**src/rtl/core/tcf_pkg.sv**
```systemverilog
// Package for the touch coordinate filter: types, register map and constants.
`default_nettype none
package tcf_pkg;

  localparam int unsigned RAW_W  = 12;
  localparam int unsigned POS_W  = 11;
  localparam int unsigned TIME_W = 32;
  localparam int unsigned LED_W  = 8;
  localparam int unsigned THR_W  = 11;
  localparam int unsigned GRD_W  = 16;
  localparam int unsigned DATA_W = 32;
  localparam int unsigned ADDR_W = 5;
  localparam int unsigned DIV_W  = 32;

  localparam logic [LED_W-1:0]  LED_FULL    = 8'd255;
  localparam logic [RAW_W-1:0]  SIZE_CAP    = 12'd2048;
  localparam logic [POS_W-1:0]  POS_MAX     = 11'd2047;

  // LED dimming: one step per 10 ms, fully dark after 255 steps
  localparam logic [TIME_W-1:0] DIM_SAT_MS  = 32'd2550;
  // x/10 == (x * 52429) >> 19 for every x below 2550
  localparam logic [15:0]       DIM_RECIP   = 16'd52429;
  localparam int unsigned       DIM_SHIFT   = 19;

  localparam logic [RAW_W-1:0]  X_MIN_RST  = 12'd150;
  localparam logic [RAW_W-1:0]  X_MAX_RST  = 12'd3784;
  localparam logic [RAW_W-1:0]  Y_MIN_RST  = 12'd277;
  localparam logic [RAW_W-1:0]  Y_MAX_RST  = 12'd3784;
  localparam logic [RAW_W-1:0]  WIDTH_RST  = 12'd800;
  localparam logic [RAW_W-1:0]  HEIGHT_RST = 12'd480;
  localparam logic [THR_W-1:0]  THR_RST    = 11'd12;
  localparam logic [GRD_W-1:0]  GUARD_RST  = 16'd40;

  typedef enum logic [2:0] {
    REG_X_MIN  = 3'd0,
    REG_X_MAX  = 3'd1,
    REG_Y_MIN  = 3'd2,
    REG_Y_MAX  = 3'd3,
    REG_WIDTH  = 3'd4,
    REG_HEIGHT = 3'd5,
    REG_THR    = 3'd6,
    REG_GUARD  = 3'd7
  } tcf_reg_e;

  typedef enum logic [3:0] {
    ST_IDLE,
    ST_UP,
    ST_PEN,
    ST_LED,
    ST_MED,
    ST_MUL,
    ST_LOAD,
    ST_DIV,
    ST_CLAMP,
    ST_FIN,
    ST_OUT
  } tcf_state_e;

endpackage
`default_nettype wire

```
**src/rtl/core/touch_coordinate_filter_unit.sv**
```systemverilog
// Touch coordinate filter: burst median, calibration mapping, EMA smoothing, release guard.
`default_nettype none
// Takes one pen word at a time (in_stall_o is high while a word is being worked on) and
// gives exactly one result word per input word through an output register. A pen-up poll
// or a pen-down sample that does not end a burst goes straight on to the output state; the
// first sample of a burst while already touching first passes the LED dimming step (a
// reciprocal multiply for elapsed/10). The sample that ends a burst then runs the median
// search over the rotating burst registers, the two calibration divides, the clamp and the
// smoothing step. Both calibration divides share one restoring divider that retires one
// quotient bit per cycle. A stalled output holds the block for as long as the stall lasts.
module touch_coordinate_filter_unit
  import tcf_pkg::*;
#(
  parameter int unsigned SAMPLES = 5
) (
  input  wire logic               clk_i,
  input  wire logic               rst_ni,
  input  wire logic               in_valid_i,
  output logic                    in_stall_o,
  input  wire logic               contact_i,
  input  wire logic [RAW_W-1:0]   x_sample_i,
  input  wire logic [RAW_W-1:0]   y_sample_i,
  input  wire logic [TIME_W-1:0]  now_ms_i,
  output logic                    out_valid_o,
  input  wire logic               out_stall_i,
  output logic                    report_valid_o,
  output logic                    tip_down_o,
  output logic [POS_W-1:0]        x_pos_o,
  output logic [POS_W-1:0]        y_pos_o,
  output logic [LED_W-1:0]        led_level_o,
  input  wire logic               psel,
  input  wire logic               penable,
  input  wire logic               pwrite,
  input  wire logic [ADDR_W-1:0]  paddr,
  input  wire logic [DATA_W-1:0]  pwdata,
  output logic [DATA_W-1:0]       prdata,
  output logic                    pready
);

  localparam int unsigned CW = $clog2(SAMPLES + 1);
  localparam int unsigned IW = (SAMPLES > 1) ? $clog2(SAMPLES) : 1;
  localparam logic [CW-1:0] N_C    = CW'(SAMPLES);
  localparam logic [CW-1:0] HALF_C = CW'(SAMPLES / 2);
  localparam logic [IW-1:0] LAST_C = IW'(SAMPLES - 1);

  tcf_state_e state_q, state_d;

  // configuration
  logic [RAW_W-1:0] x_min_q, x_max_q, y_min_q, y_max_q, width_q, height_q;
  logic [THR_W-1:0] thr_q;
  logic [GRD_W-1:0] guard_q;

  // control state
  logic              touching_q, pending_q, sv_q, rvld_q;
  logic [TIME_W-1:0] t_start_q, r_start_q;
  logic [CW-1:0]     bc_q;
  logic [LED_W-1:0]  led_q;
  logic [POS_W-1:0]  sx_q, sy_q, rx_q, ry_q;
  logic              full_q, axis_q;
  logic [CW-1:0]     mcnt_q;
  logic [IW-1:0]     cidx_q;
  logic [5:0]        dcnt_q;
  logic              out_valid_q;

  // payload
  logic [RAW_W-1:0]  xin_q, yin_q;
  logic [TIME_W-1:0] now_q;
  logic [RAW_W-1:0]  bx_q [SAMPLES];
  logic [RAW_W-1:0]  by_q [SAMPLES];
  logic [RAW_W-1:0]  cx_q, cy_q, medx_q, medy_q;
  logic [CW-1:0]     ltx_q, lex_q, lty_q, ley_q;
  logic signed [25:0] prod_q;
  logic              neg_q, zero_q;
  logic [DIV_W-1:0]  dq_q;
  logic [RAW_W-1:0]  rem_q, dvs_q;
  logic [POS_W-1:0]  mx_q, my_q;
  logic              res_rv_q, res_tip_q;
  logic [POS_W-1:0]  res_x_q, res_y_q;
  logic              o_rv_q, o_tip_q;
  logic [POS_W-1:0]  o_x_q, o_y_q;
  logic [LED_W-1:0]  o_led_q;

  // handshake / sequencer outputs
  logic in_acc, out_acc, out_load, cfg_wr;

  // ---------------- combinational datapath ----------------
  logic [CW-1:0] bc_eff, bc_new;
  logic          dim_go, burst_full;
  assign bc_eff     = (bc_q >= N_C) ? '0 : bc_q;
  assign bc_new     = bc_eff + CW'(1);
  assign burst_full = (bc_new == N_C);
  assign dim_go     = (bc_eff == '0) && touching_q;

  // LED dimming: only elapsed times below the saturation point need the quotient
  logic [TIME_W-1:0] elapsed;
  logic [27:0]       dim_prod;
  logic [LED_W-1:0]  dim_steps;
  assign elapsed   = now_q - t_start_q;
  assign dim_prod  = elapsed[RAW_W-1:0] * DIM_RECIP;
  assign dim_steps = dim_prod[DIM_SHIFT +: LED_W];

  // median: compare tap 0 against the held candidate
  logic [CW-1:0] ltx_n, lex_n, lty_n, ley_n;
  logic          med_last;
  assign ltx_n = ltx_q + CW'(bx_q[0] <  cx_q);
  assign lex_n = lex_q + CW'(bx_q[0] <= cx_q);
  assign lty_n = lty_q + CW'(by_q[0] <  cy_q);
  assign ley_n = ley_q + CW'(by_q[0] <= cy_q);
  assign med_last = (mcnt_q == N_C) && (cidx_q == LAST_C);

  // mapping operands for the axis in work
  logic [RAW_W-1:0]  m_raw, m_lo, m_hi, m_size;
  logic signed [12:0] m_diff, m_range;
  logic signed [25:0] m_prod;
  logic [25:0]       prod_abs;
  logic [12:0]       range_abs;
  logic [POS_W-1:0]  m_limit, m_pos;
  assign m_raw  = axis_q ? medy_q  : medx_q;
  assign m_lo   = axis_q ? y_min_q : x_min_q;
  assign m_hi   = axis_q ? y_max_q : x_max_q;
  assign m_size = axis_q ? height_q : width_q;
  assign m_diff  = $signed({1'b0, m_raw}) - $signed({1'b0, m_lo});
  assign m_range = $signed({1'b0, m_hi})  - $signed({1'b0, m_lo});
  assign m_prod  = m_diff * $signed({1'b0, m_size});
  assign prod_abs  = prod_q[25] ? 26'(-prod_q) : 26'(prod_q);
  assign range_abs = m_range[12] ? 13'(-m_range) : 13'(m_range);
  assign m_limit = (m_size >= SIZE_CAP) ? POS_MAX : POS_W'(m_size - 12'd1);
  assign m_pos = (zero_q || neg_q) ? '0 :
                 (dq_q > DIV_W'(m_limit)) ? m_limit : dq_q[POS_W-1:0];

  // one restoring divide step
  logic [12:0] rem_sh;
  logic        q_bit;
  assign rem_sh = {rem_q, dq_q[DIV_W-1]};
  assign q_bit  = (rem_sh >= {1'b0, dvs_q});

  // EMA and jitter test
  logic [13:0]      sum_x, sum_y;
  logic [POS_W-1:0] ex, ey, adx, ady;
  logic             moved;
  assign sum_x = ({3'b0, mx_q} << 1) + {3'b0, mx_q} + ({3'b0, sx_q} << 2) + {3'b0, sx_q};
  assign sum_y = ({3'b0, my_q} << 1) + {3'b0, my_q} + ({3'b0, sy_q} << 2) + {3'b0, sy_q};
  assign ex  = sv_q ? sum_x[13:3] : mx_q;
  assign ey  = sv_q ? sum_y[13:3] : my_q;
  assign adx = (ex > rx_q) ? ex - rx_q : rx_q - ex;
  assign ady = (ey > ry_q) ? ey - ry_q : ry_q - ey;
  assign moved = !rvld_q || (adx >= thr_q) || (ady >= thr_q);

  // release guard
  logic [TIME_W-1:0] rel_start;
  logic              rel_done;
  assign rel_start = pending_q ? r_start_q : now_q;
  assign rel_done  = (now_q - rel_start) >= TIME_W'(guard_q);

  // ---------------- sequencer ----------------
  always_comb begin
    state_d = state_q;
    unique case (state_q)
      ST_IDLE:  if (in_valid_i) state_d = contact_i ? ST_PEN : ST_UP;
      ST_UP:    state_d = ST_OUT;
      ST_PEN: begin
        if (dim_go) state_d = ST_LED;
        else        state_d = burst_full ? ST_MED : ST_OUT;
      end
      ST_DIV:   if (dcnt_q == 6'(DIV_W - 1)) state_d = ST_CLAMP;
      ST_LED:   state_d = full_q ? ST_MED : ST_OUT;
      ST_MED:   if (med_last) state_d = ST_MUL;
      ST_MUL:   state_d = ST_LOAD;
      ST_LOAD:  state_d = ST_DIV;
      ST_CLAMP: state_d = axis_q ? ST_FIN : ST_MUL;
      ST_FIN:   state_d = ST_OUT;
      ST_OUT:   if (!out_valid_q || !out_stall_i) state_d = ST_IDLE;
      default:  state_d = ST_IDLE;
    endcase
  end

  always_comb begin
    in_stall_o = (state_q != ST_IDLE);
    in_acc     = in_valid_i && (state_q == ST_IDLE);
    out_load   = (state_q == ST_OUT) && (!out_valid_q || !out_stall_i);
    out_acc    = out_valid_q && !out_stall_i;
    cfg_wr     = psel && penable && pwrite;
    pready     = 1'b1;
  end

  always_ff @(posedge clk_i or negedge rst_ni) begin
    if (!rst_ni) begin
      state_q <= ST_IDLE;
    end else begin
      state_q <= state_d;
    end
  end

  // configuration registers
  always_ff @(posedge clk_i or negedge rst_ni) begin
    if (!rst_ni) begin
      x_min_q  <= X_MIN_RST;
      x_max_q  <= X_MAX_RST;
      y_min_q  <= Y_MIN_RST;
      y_max_q  <= Y_MAX_RST;
      width_q  <= WIDTH_RST;
      height_q <= HEIGHT_RST;
      thr_q    <= THR_RST;
      guard_q  <= GUARD_RST;
    end else if (cfg_wr) begin
      unique case (tcf_reg_e'(paddr[4:2]))
        REG_X_MIN:  x_min_q  <= pwdata[RAW_W-1:0];
        REG_X_MAX:  x_max_q  <= pwdata[RAW_W-1:0];
        REG_Y_MIN:  y_min_q  <= pwdata[RAW_W-1:0];
        REG_Y_MAX:  y_max_q  <= pwdata[RAW_W-1:0];
        REG_WIDTH:  width_q  <= pwdata[RAW_W-1:0];
        REG_HEIGHT: height_q <= pwdata[RAW_W-1:0];
        REG_THR:    thr_q    <= pwdata[THR_W-1:0];
        REG_GUARD:  guard_q  <= pwdata[GRD_W-1:0];
        default: ;
      endcase
    end
  end

  always_comb begin
    unique case (tcf_reg_e'(paddr[4:2]))
      REG_X_MIN:  prdata = DATA_W'(x_min_q);
      REG_X_MAX:  prdata = DATA_W'(x_max_q);
      REG_Y_MIN:  prdata = DATA_W'(y_min_q);
      REG_Y_MAX:  prdata = DATA_W'(y_max_q);
      REG_WIDTH:  prdata = DATA_W'(width_q);
      REG_HEIGHT: prdata = DATA_W'(height_q);
      REG_THR:    prdata = DATA_W'(thr_q);
      REG_GUARD:  prdata = DATA_W'(guard_q);
      default:    prdata = '0;
    endcase
  end

  // control state
  always_ff @(posedge clk_i or negedge rst_ni) begin
    if (!rst_ni) begin
      touching_q  <= 1'b0;
      pending_q   <= 1'b0;
      sv_q        <= 1'b0;
      rvld_q      <= 1'b0;
      t_start_q   <= '0;
      r_start_q   <= '0;
      bc_q        <= '0;
      led_q       <= LED_FULL;
      sx_q        <= '0;
      sy_q        <= '0;
      rx_q        <= '0;
      ry_q        <= '0;
      full_q      <= 1'b0;
      axis_q      <= 1'b0;
      mcnt_q      <= '0;
      cidx_q      <= '0;
      dcnt_q      <= '0;
      out_valid_q <= 1'b0;
    end else begin
      if (out_load)     out_valid_q <= 1'b1;
      else if (out_acc) out_valid_q <= 1'b0;

      unique case (state_q)
        ST_UP: begin
          bc_q <= '0;
          if (touching_q) begin
            pending_q <= !rel_done;
            r_start_q <= rel_start;
            if (rel_done) begin
              touching_q <= 1'b0;
              sv_q       <= 1'b0;
              rvld_q     <= 1'b0;
              led_q      <= LED_FULL;
            end
          end
        end
        ST_PEN: begin
          pending_q <= 1'b0;
          if ((bc_eff == '0) && !touching_q) begin
            touching_q <= 1'b1;
            t_start_q  <= now_q;
            sv_q       <= 1'b0;
            rvld_q     <= 1'b0;
            led_q      <= '0;
          end
          bc_q      <= burst_full ? '0 : bc_new;
          full_q    <= burst_full;
          axis_q    <= 1'b0;
          mcnt_q    <= '0;
          cidx_q    <= '0;
          dcnt_q    <= '0;
        end
        ST_DIV: dcnt_q <= dcnt_q + 6'd1;
        ST_LED: begin
          led_q <= (elapsed >= DIM_SAT_MS) ? '0 : LED_FULL - dim_steps;
        end
        ST_MED: begin
          if (mcnt_q == N_C) begin
            mcnt_q <= '0;
            cidx_q <= cidx_q + IW'(1);
          end else begin
            mcnt_q <= mcnt_q + CW'(1);
          end
        end
        ST_LOAD: dcnt_q <= '0;
        ST_CLAMP: axis_q <= 1'b1;
        ST_FIN: begin
          sx_q <= ex;
          sy_q <= ey;
          sv_q <= 1'b1;
          if (moved) begin
            rvld_q <= 1'b1;
            rx_q   <= ex;
            ry_q   <= ey;
          end
        end
        default: ;
      endcase
    end
  end

  // datapath payload
  always_ff @(posedge clk_i) begin
    if (in_acc) begin
      xin_q <= x_sample_i;
      yin_q <= y_sample_i;
      now_q <= now_ms_i;
    end
    if (out_load) begin
      o_rv_q  <= res_rv_q;
      o_tip_q <= res_tip_q;
      o_x_q   <= res_x_q;
      o_y_q   <= res_y_q;
      o_led_q <= led_q;
    end

    unique case (state_q)
      ST_UP: begin
        res_rv_q  <= touching_q && rel_done;
        res_tip_q <= 1'b0;
        res_x_q   <= '0;
        res_y_q   <= '0;
      end
      ST_PEN: begin
        for (int i = 0; i < SAMPLES - 1; i++) begin
          bx_q[i] <= bx_q[i+1];
          by_q[i] <= by_q[i+1];
        end
        bx_q[SAMPLES-1] <= xin_q;
        by_q[SAMPLES-1] <= yin_q;
        res_rv_q  <= 1'b0;
        res_tip_q <= 1'b0;
        res_x_q   <= '0;
        res_y_q   <= '0;
      end
      ST_MED: begin
        // rotate the burst past the candidate; the extra rotation brings up the next one
        for (int i = 0; i < SAMPLES - 1; i++) begin
          bx_q[i] <= bx_q[i+1];
          by_q[i] <= by_q[i+1];
        end
        bx_q[SAMPLES-1] <= bx_q[0];
        by_q[SAMPLES-1] <= by_q[0];
        if (mcnt_q == '0) begin
          cx_q  <= bx_q[0];
          cy_q  <= by_q[0];
          ltx_q <= '0;
          lex_q <= '0;
          lty_q <= '0;
          ley_q <= '0;
        end else begin
          ltx_q <= ltx_n;
          lex_q <= lex_n;
          lty_q <= lty_n;
          ley_q <= ley_n;
          if (mcnt_q == N_C) begin
            if ((ltx_n <= HALF_C) && (lex_n > HALF_C)) medx_q <= cx_q;
            if ((lty_n <= HALF_C) && (ley_n > HALF_C)) medy_q <= cy_q;
          end
        end
      end
      ST_MUL: prod_q <= m_prod;
      ST_LOAD: begin
        dq_q   <= DIV_W'(prod_abs);
        dvs_q  <= range_abs[RAW_W-1:0];
        rem_q  <= '0;
        neg_q  <= prod_q[25] ^ m_range[12];
        zero_q <= (m_size == '0) || (m_range == '0);
      end
      ST_DIV: begin
        rem_q <= q_bit ? RAW_W'(rem_sh - {1'b0, dvs_q}) : rem_sh[RAW_W-1:0];
        dq_q  <= {dq_q[DIV_W-2:0], q_bit};
      end
      ST_CLAMP: begin
        if (axis_q) my_q <= m_pos;
        else        mx_q <= m_pos;
      end
      ST_FIN: begin
        res_rv_q  <= moved;
        res_tip_q <= moved;
        res_x_q   <= moved ? ex : '0;
        res_y_q   <= moved ? ey : '0;
      end
      default: ;
    endcase
  end

  assign out_valid_o    = out_valid_q;
  assign report_valid_o = o_rv_q;
  assign tip_down_o     = o_tip_q;
  assign x_pos_o        = o_x_q;
  assign y_pos_o        = o_y_q;
  assign led_level_o    = o_led_q;

`ifndef ASSERT_OFF
  a_no_report_empty: assert property (@(posedge clk_i) disable iff (!rst_ni)
    out_valid_o && !report_valid_o |-> !tip_down_o && x_pos_o == '0 && y_pos_o == '0)
    else $error("word without report carries position data");

  a_release_led: assert property (@(posedge clk_i) disable iff (!rst_ni)
    out_valid_o && report_valid_o && !tip_down_o |-> led_level_o == LED_FULL
      && x_pos_o == '0 && y_pos_o == '0)
    else $error("release report with stale position or dimmed LED");

  a_div_nonzero: assert property (@(posedge clk_i) disable iff (!rst_ni)
    state_q == ST_DIV && !zero_q |-> dvs_q != '0)
    else $error("divider running on a zero divisor");

  a_busy_stall: assert property (@(posedge clk_i) disable iff (!rst_ni)
    state_q == ST_MED || state_q == ST_DIV |-> in_stall_o && !out_load)
    else $error("input taken or result loaded mid computation");
`endif

endmodule
`default_nettype wire

```
**config.mk**
```make
export PLATFORM = sky130hd
export DESIGN_NAME = touch_coordinate_filter_unit
export DESIGN_NICKNAME = d
export VERILOG_FILES = /design/src/rtl/core/tcf_pkg.sv /design/src/rtl/core/touch_coordinate_filter_unit.sv
export SDC_FILE = /design/constraint.sdc
export NUM_CORES = 2
export LEC_CHECK = 0
export ABC_AREA = 1
export BUFFER_PORTS_ARGS = -buffer_cell sky130_fd_sc_hd__clkbuf_2
export CORE_UTILIZATION = 30
export CTS_CLUSTER_DIAMETER = 200
export CTS_CLUSTER_SIZE = 24
export DETAILED_ROUTE_END_ITERATION = 6
export PLACE_DENSITY = 0.45
export REMOVE_ABC_BUFFERS = 1
export SLEW_MARGIN = 20
export SYNTH_ARGS = -nofsm -noshare
export SYNTH_HDL_FRONTEND = slang
export SYNTH_SLANG_ARGS = --single-unit
```
**constraint.sdc**
```tcl
create_clock -name clk_i -period 7.22 [get_ports clk_i]
set_input_delay 0.361 -clock clk_i [delete_from_list [all_inputs] [get_ports clk_i]]
set_output_delay 0.361 -clock clk_i [all_outputs]
set_load 0.01 [all_outputs]
```
==> impl_metrics.yaml <==
run_status:
  outcome: "finished clean"
clocking:
  cts_tree: "built"
  h-tree-depth: 1
  worst_skew_pair.late_latency_ns: 0.70
  root_buffer: "clkbuf_16"
  numCtsBuffers: 31
  cts.sinks: 639
  cts.clk_slew.worst_paths_ns: 0.11
  clock_path_buffers: 3
global_route:
  grt.overflow.total: 0
  antenna_found_initial: 13
  grt_pass1_vias: 33891
  grt_max_degree: 138
  grtUsageTotal_pct: 16.26
  grt_pass1_wl_um: 196700
finish:
  nets: 6262
  area_delta_synth_final_pct: 13.85
  final_util_pct: 34.41
  layout-drive-gt1-share_pct: 10.45
critical_path:
  critical-path-max-stage-delay_ns: 0.56
  worst_path_most_repeated_cell: "fa_1"
  worstPathMaxFanout: 9
  critical_path_class: "reg2reg"
  arrival_ns: 7.37
  crit_buf_inv: 9
  slowest_stage: "fa_1"
  required_ns: 7.64
  worstSetupStartpointType: "flop"
  cp-end-kind: "flop"
  crit_family: "adder cells"
die:
  dieArea_um2: 154600
  die_x_um: 393.2
  die_h_um: 393.2
  pin_count: 168
  initial_core_util_pct: 30.23
  rows: 143
  core_area_um2: 151900
timing:
  fin_skew_ns: 0.03322
  rsz0062_at_grt: "true"
  layout_min_cycle_time_ns: 6.942
  maxSlewHeadroom_pct: 27.95
  holdWs_ns: 0.2070
  worst_slew_pin_slew_ns: 1.069
  setup_viol: 0
  drv_slew: 0
  timing.final.crit_share_pct: 96.16
  hold_violations: 0
  fmax_ghz: 0.1440
route:
  drc: 0
  wl_um: 126000
  viasPerCell: 4.568
  num_vias: 34636
  wl_per_cell_um: 16.62
  first_pass_iters: 5
  antenna_left: 0
  drtIter0Drc: 1975
logic_synthesis:
  yosysTopAreaCell: "edfxtp_1"
  yosysSeqAreaShare_pct: 39.27
  netlist_top_cells_count: "1,190 x nand2_1, 906 x inv_1, 398 x edfxtp_1"
  synth_warnings: 0
  ys_types: 71
  synth_top_area_share_pct: 26.03
  yosys_most_used_dff: "edfxtp_1"
  synth-edff-count: 398
  synth.most_common_cell: "nand2_1"
  synth-seq-cells: 639
  synth.top_cells.by_area: "edfxtp_1 26%, dfrtp_1 11%, ha_1 11%"
  netlist_instances: 5212
  synth_area_um2: 45920
  syn_avg_cell_area_um2: 8.810
  async_reset_ff_share_pct: 37.72
place:
  io_buffers: 132
  dp_hpwl_um: 100900
  gpl.final_weighted_congestion: 0.8639
job:
  drv_cap: 0
worst_hold_path:
  hold_path.class: "in2reg"
## layer usage
| layer | global-route usage [%] | vias up | part of all wire, % |
|---|---|---|---|
| li1 | - | 17426 | - |
| met1 | 24.30 | 16578 | 51 |
| met2 | 25.57 | 519 | 44 |
| met3 | 1.543 | 101 | 3.6 |
| met4 | 2.809 | 12 | 1.7 |
| met5 | 0 | - | 0.060 |
## placed cells by master, fill, tap and decap left out, drive strengths merged, types with 107 or more instances in the layout
| cell type | count |
|---|---|
| a21oi | 239 |
| inv | 917 |
| nand2 | 1206 |
| xor2 | 107 |
| o21ai | 390 |
| dfrtp | 202 |
| edfxtp | 398 |
| ha | 396 |
| buf | 186 |
| nand3 | 153 |
| clkbuf | 186 |
| nor2 | 395 |
| fa | 239 |
## timing repair
action | 4_1_cts | 5_1_grt
gates cloned | 0 | 0
buffers inserted | 3 | 6
gates resized for setup | 5 | 104
hold endpoints to repair | 137 | 0
hold buffers | 74 | 0
pin swaps | 0 | 29
endpoints found under the setup margin | 4 | 62
## worst paths after layout
check / from / to / slack, ns / cells after the start
setup / recovery: axis_q / prod_q[23] / 0.28 / 32
hold / removal: in_valid_i / state_q[2] / 0.21 / 5
setup reg to reg: axis_q / prod_q[23] / 0.28 / 32
hold reg to reg: bx_q[0][41] / bx_q[0][29] / 0.40 / 0
max in group asynchronous: rst_ni / x_min_q[5] / 5.82 / 3
min in group asynchronous: rst_ni / ry_q[2] / 0.22 / 2
## through the flow
stage | instance area [µm²] | TNS [ns] | setup slack (ns) | instances
floorplan | 45390 | -10.13 | -1.151 | 5102
global placement | 50020 | -0.1214 | -0.05405 | 7438
detailed placement | 50050 | -0.2314 | -0.1040 | 7439
CTS | 51770 | 0 | 0.02750 | 7574
global route | 52270 | -0.1566 | -0.03907 | 7582
finish | 52270 | 0 | 0.2776 | 7582
## sequential cells by signal (all words and copies together), names as in the netlist, 16 cells and up
signal     cells
t_start_q     32
by_q          60
dq_q          32
prod_q        26
guard_q       16
r_start_q     32
bx_q          60
now_q         32
## cells by family after synthesis
kind of cell / after synthesis / synth area share, %
AND/OR/NAND/NOR: 1895 / 17.08
buffers and inverters: 1044 / 8.777
AO/OA/AOI/OAI: 801 / 9.796
flip-flops: 639 / 39.27
adder cells (fa/ha/maj): 635 / 21.21
XOR/XNOR: 155 / 2.957
multiplexers: 41 / 0.8938
other: 2 / 0.01636
## cell type report
class,instances,area (µm²)
Antenna cell,1,2.502
Fill cell,15725,99630
Clock inverter,3,56.30
Sequential cell,639,18030
Inverter,919,3458
Multi-Input combinational cell,3544,24410
Timing Repair Buffer,391,2895
Tap cell,2030,2540
Clock buffer,55,875.8
## worst min-delay path, cell delays in order
cell and delay (ns):
clkbuf_2 0.16, nor2_1 0.14, nor4_1 0.08, o31ai_1 0.07
nand2_1 0.05
Power is not shown: default switching activity piles up to over one toggle a cycle in this logic, so the estimate is an artifact.
